## config.mk

```make
export PLATFORM = sky130hd
export DESIGN_NAME = wsf_div10
export DESIGN_NICKNAME = d
export VERILOG_FILES = /design/src/rtl/core/wsf_pkg.sv /design/src/rtl/core/wsf_div10.sv
export SDC_FILE = /design/constraint.sdc
export NUM_CORES = 1
export LEC_CHECK = 0
export BUFFER_PORTS_ARGS = -buffer_cell sky130_fd_sc_hd__clkbuf_2
export CELL_PAD_IN_SITES_DETAIL_PLACEMENT = 2
export CELL_PAD_IN_SITES_GLOBAL_PLACEMENT = 2
export CORE_MARGIN = 5
export CORE_UTILIZATION = 45
export DETAILED_ROUTE_END_ITERATION = 12
export GPL_TIMING_DRIVEN = 0
export PLACE_DENSITY = 0.85
export SETUP_SLACK_MARGIN = 0.05
export SLEW_MARGIN = 40
export SYNTH_ARGS = -nofsm -noshare
export SYNTH_HDL_FRONTEND = slang
export SYNTH_SLANG_ARGS = --single-unit
export TNS_END_PERCENT = 20
```

## constraint.sdc

```tcl
create_clock -name clk -period 6.3 [get_ports clk]
set_input_delay 0.315 -clock clk [delete_from_list [all_inputs] [get_ports clk]]
set_output_delay 0.315 -clock clk [all_outputs]
set_load 0.02 [all_outputs]
```

## src/rtl/core/wsf_pkg.sv

```systemverilog
`timescale 1ns / 1ps
// shared types and constants of the weighted 3x3 smoothing filter
// no dependencies; imported by wsf_div10 and weighted_3x3_smoothing_filter
package wsf_pkg;

	// configuration register map
	typedef enum logic [0:0] {
		CFG_GRID_COLUMNS = 1'b0,
		CFG_GRID_ROWS    = 1'b1
	} cfg_reg_t;

	localparam int CFG_DATA_W      = 16;
	localparam int GRID_COLUMNS_W  = 11;
	localparam int GRID_ROWS_W     = 16;
	localparam int GRID_COLUMNS_RST = 64;
	localparam int GRID_ROWS_RST   = 64;

	// smallest grid edge that still has an interior
	localparam int MIN_DIM = 3;

	// sum of the kernel weights: eight neighbours plus the doubled centre
	localparam int DIVISOR = 10;

endpackage

```

## src/rtl/core/wsf_div10.sv

```systemverilog
`timescale 1ns / 1ps
// two-stage divide by the kernel weight sum: reciprocal multiply, then one correction step
// depends on wsf_pkg for the divisor
module wsf_div10 #(
	parameter int SAMPLE_BITS = 8
) (
	input  logic                        clk,
	input  logic                        arst_n,
	input  logic                        in_valid,
	output logic                        in_ready,
	input  logic [SAMPLE_BITS+3:0]      in_sum,
	input  logic                        in_last,
	output logic                        out_valid,
	input  logic                        out_ready,
	output logic [SAMPLE_BITS-1:0]      out_quot,
	output logic                        out_last
);
	import wsf_pkg::*;

	localparam int SUM_W = SAMPLE_BITS + 4;
	localparam int SHIFT = SUM_W + 3;
	localparam int PROD_W = 2 * SUM_W;
	localparam int Q0_W = PROD_W - SHIFT;
	// floor of 2^SHIFT / divisor, so the first estimate is low by at most one
	localparam logic [SUM_W-1:0] RECIP = SUM_W'((64'd1 << SHIFT) / DIVISOR);

	logic                vld_s1;
	logic [PROD_W-1:0]   prod_s1;
	logic [SUM_W-1:0]    sum_s1;
	logic                last_s1;
	logic                vld_q;
	logic [SAMPLE_BITS-1:0] quot_q;
	logic                last_q;

	logic                out_free;
	logic                s1_free;
	logic [Q0_W-1:0]     q0;
	logic [SUM_W-1:0]    rem;
	logic [Q0_W-1:0]     q1;

	assign out_free = !vld_q || out_ready;
	assign s1_free  = !vld_s1 || out_free;
	assign in_ready = s1_free;

	assign q0  = prod_s1[PROD_W-1:SHIFT];
	assign rem = sum_s1 - SUM_W'(SUM_W'(q0) * SUM_W'(DIVISOR));
	assign q1  = q0 + Q0_W'(rem >= SUM_W'(DIVISOR));

	always_ff @(posedge clk or negedge arst_n) begin
		if (!arst_n) begin
			vld_s1 <= 1'b0;
			vld_q  <= 1'b0;
		end else begin
			if (s1_free) begin
				vld_s1 <= in_valid;
			end
			if (out_free) begin
				vld_q <= vld_s1;
			end
		end
	end

	always_ff @(posedge clk) begin
		if (s1_free && in_valid) begin
			prod_s1 <= PROD_W'(in_sum) * PROD_W'(RECIP);
			sum_s1  <= in_sum;
			last_s1 <= in_last;
		end
		if (out_free && vld_s1) begin
			quot_q <= q1[SAMPLE_BITS-1:0];
			last_q <= last_s1;
		end
	end

	assign out_valid = vld_q;
	assign out_quot  = quot_q;
	assign out_last  = last_q;

endmodule

```

Word level (Yosys, flattened, before mapping)
Cells that the tools add are included.
Widths: inputs -> output; s select.
{ "op_classes": {"n_mul": 2, "n_reduce_logical": 6, "magnitude_cmp": 1, "add_sub_neg": 2} }
{ "ops": {"columns": ["operator", "count"], "rows": [
  ["$mul 12x10->22 const B", 1],
  ["$ge 12x4->1 const B", 1],
  ["$sub 12x12->12", 1],
  ["$mul 9x3->11 const B", 1],
  ["$add 8x1->8", 1],
  ["$logic_and 1x1->1", 2],
  ["$logic_not 1->1", 2],
  ["$logic_or 1x1->1", 2]
]} }
{ "totals": {"ff_bits": 46, "wordCells": 18, "inputBits": 17, "output_inout_bits": 11} }

Logic depth before layout (Yosys ltp)
{ "logic_depth": {"word_depth": 4, "mapped_depth": 20, "mapped_depth_nobuf": 20} }

Worst setup path before layout
No wires, ideal clock.
{ "synth_path": {"path_type": "input-to-reg", "from": "input in_sum[5]", "to": "register prod_s1[23], data pin", "setup_slack_ps": 1969, "t_arrival_ps": 4164, "stages": 14, "setup_ps": 167, "path_buffers": 0, "path_cell_list": "ha_1 > fa_1 > inv_1 > fa_1 > fa_1 > inv_1 > fa_1 > ha_1 > a21oi_2 > o21bai_1 > o211ai_2 > o311ai_2 > o311a_1 > a211oi_1"} }
{ "synth_via": {"elab_chain_len": 1} }
{ "synth_rtl": {"columns": ["element", "line", "rtl"], "rows": [
  ["start, declared", "wsf_div10.sv:11", "input logic [SAMPLE_BITS+3:0] in_sum,"],
  ["$mul 12x10->22", "wsf_div10.sv:65", "prod_s1 <= PROD_W'(in_sum) * PROD_W'(RECIP);"],
  ["end signal, assigned", "wsf_div10.sv:65", null],
  ["end, declared", "wsf_div10.sv:28", "logic [PROD_W-1:0] prod_s1;"]
]} }
No other way between the ends.
A chain may end at the register's enable or synchronous reset.

Worst setup path in the final report
{ "layout_path": {"from": "register prod_s1[18]", "to": "register quot_q[6], in the netlist out_quot[6], data pin"} }
{ "layout_via": {"elab_chain_len": 4} }
{ "layout_rtl": {"columns": ["element", "line", "rtl"], "rows": [
  ["$mul 9x3->11", "wsf_div10.sv:46", "assign rem = sum_s1 - SUM_W'(SUM_W'(q0) * SUM_W'(DIVISOR));"],
  ["$sub 12x12->12", "wsf_div10.sv:46", null],
  ["$ge 12x4->1", "wsf_div10.sv:47", "assign q1 = q0 + Q0_W'(rem >= SUM_W'(DIVISOR));"],
  ["$add 8x1->8 *", "wsf_div10.sv:47", null],
  ["via q1[6]", "wsf_div10.sv:39", "logic [Q0_W-1:0] q1;"],
  ["end signal, assigned", "wsf_div10.sv:70", "quot_q <= q1[SAMPLE_BITS-1:0];"],
  ["end, declared", "wsf_div10.sv:32", "logic [SAMPLE_BITS-1:0] quot_q;"]
]} }
The timed path passes the listed nets; every way through them passes the cells marked *.

==> results.cfg <==
[detailed_routing]
num_vias = 3075
drt_wl_total_um = 11100
wl_per_cell_um = 20.6
first_iter_violations = 112
antenna_left = 0
drtPass1Iterations = 4
viasPerCell = 5.68
remaining_drc_errors = 0

[worst_hold_path]
holdCritPathClass = input port to flop

[global_routing]
grt_pass1_vias = 3538
grt_antenna_before_repair = 0
grt_max_degree = 22
grt_first_pass_wirelength_um = 18500
grt-ovfl-total = 0
track_usage_pct = 20.9

[setup_path]
end_kind = flop
cp.arrival_ps = 5010
cp-start-kind = flop
crit_type = flop to flop
cp_max_fo = 7
crit_required_ps = 6330

[clock_network]
clockBufferDepth = 2
cts_resized = 0
numCtsBuffers = 5
ctsRootBufferMaster = clkbuf_8
clkSlewWorstSetupHoldPaths_ps = 60
htreeDepth = 2
cts_tree = built
clock_latency_ps = 280
cts_sinks = 32

[synth]
synth_area_leaders = ha_1 30%, edfxtp_1 22%, fa_1 14%
synth_edf_count = 30
ys_types = 52
syn_area_per_cell_um2 = 10.6
syn_inst = 394
ys_seq_area_share_pct = 22.8
syn_area_um2 = 4170
synthArstFlopShare_pct = 6.25
synth_fp_nets = 540
synthFlopType = edfxtp_1
synth_top_area_share_pct = 29.7
synth_top_cell_by_area = ha_1
ys_warn_count = 0
synth_seq_cells = 32

[timing]
finalMaxSlewViolations = 0
period_share_pct = 79.0
slew_headroom_pct = 64.8
finalSetupViolCount = 0
fmax_mhz = 201
rsz0062_at_grt = false
fin_tns_setup_ps = 0
finalHoldViolCount = 0
fin_crit_ps = 4980
worstMarginPinSlew_ps = 527
fin_ws_ps = 1320
finClkSkew_ps = 4.82

[cells_and_area]
antennaDiodeCount = 0
final_cell_mix = 99 x ha_1, 72 x inv_1, 30 x fa_1, 30 x edfxtp_1, 27 x clkbuf_2
drive_gt1_share_pct = 11.6
layout.cells.non_filler = 541
area_delta_synth_final_pct = 9.42
nets = 575
final_common_cell = ha_1
nFillCells = 946
fin_util_pct = 49.8

[die]
die_height_um = 106
die_w_um = 106
start_util_pct = 45.6
num_rows = 35
coreArea_um2 = 9150
pin_count = 28
die-area_um2 = 11300

[outcome]
run_status = finished, final reports clean

[place]
io_buffers = 27
pre_cts_ws_ps = 1320
placed_cells = 532
place.detailed.hpwl_um = 9520
gp_congestion = 0.842

[job]
maxCapViolCount = 0
==> synthesized netlist by cell type, types with 2 or more instances <==
cell type / count
a21o_1: 8
o211ai_2: 2
o21bai_1: 3
a21oi_1: 22
a211oi_1: 3
nand4_1: 5
o311ai_2: 2
xor2_1: 9
dfrtp_1: 2
fa_1: 30
inv_1: 72
a21oi_2: 2
and2_1: 5
a31oi_1: 3
ha_1: 99
o211ai_1: 2
nand3_1: 6
xnor2_1: 16
o22ai_1: 2
nor2_1: 14
a22oi_1: 2
o21ai_0: 9
nand2b_1: 3
nor3_1: 6
nand3b_1: 2
nand2_1: 9
o311ai_0: 2
edfxtp_1: 30
==> critical path, cell delays in order, from the launching register on <==
cell and delay (ps):
edfxtp_1 520, ha_1 330, ha_1 230, fa_1 420, a21o_1 210, a21oi_1 250
o21bai_1 130, a21oi_1 210, xor2_1 210, ha_1 330, and2_1 200, o21ai_0 130
o311ai_0 180, a211oi_2 250, xnor2_1 140, nand4_1 110, ha_1 250, ha_1 240
and3_1 190, nand3_1 100, xnor2_1 70
==> routing by layer <==
layer  share of wire [%]  wire, µm  up-vias  global-route usage [%]
met5                   0         0        -                       0
met4                 1.1       121        0                    4.35
met3                 1.0       113       11                    1.58
met2                  56      6250       27                    41.0
met1                  42      4660     1569                    24.6
li1                    -         -     1468                       -
==> sequential cells by signal (all words and copies together) (netlist names) <==
signal,flops
last_s1,1
prod_s1,9
out_quot,8
vld_s1,1
out_last,1
out_valid,1
sum_s1,11
==> cell type report <==
type	instances	area (µm²)	area share [%]
multi-input combinational	289	2940	64.4
sequential	32	951	20.8
inverter	72	270	5.92
timing repair buffer	28	145	3.18
tap	111	139	3.04
clock buffer	6	72.6	1.59
clock inverter	2	35.0	0.768
buffer	1	11.3	0.247
==> stage by stage <==
step / area [µm²] / hold WS, ps
after floorplan: 4170 / 19.4
after global placement: 4440 / 101
after detailed placement: 4440 / 111
after CTS: 4560 / 208
after global routing: 4560 / 200
final: 4560 / 221
==> worst paths after layout <==
kind                             start          end  slack [ps]  depth (start not counted)
max                        prod_s1[18]  out_quot[6]        1320                         20
max in group asynchronous       arst_n       vld_s1        5820                          2
min                            in_last      last_s1         220                          1
min in group asynchronous       arst_n    out_valid         380                          2
min reg2reg                    last_s1     out_last         430                          0
max reg2reg                prod_s1[18]  out_quot[6]        1320                         20
==> cell families (layout without fill, tap and decap cells) <==
logic type	count (synthesis)	count (layout)	share of synthesized area (%)
xor+xnor	25	25	5.25
fa+ha+maj	129	129	44.1
flops	32	32	22.8
compound gates	76	76	13.7
buf+inv	73	109	6.75
simple gates	59	59	7.32
==> timing repair <==
action | in CTS | in global routing
hold buffers | 1 | 0
hold endpoints to repair | 2 | 0
buffers inserted | 0 | 0
Power is not shown: default switching activity piles up to over one toggle a cycle in this logic, so the estimate is an artifact.
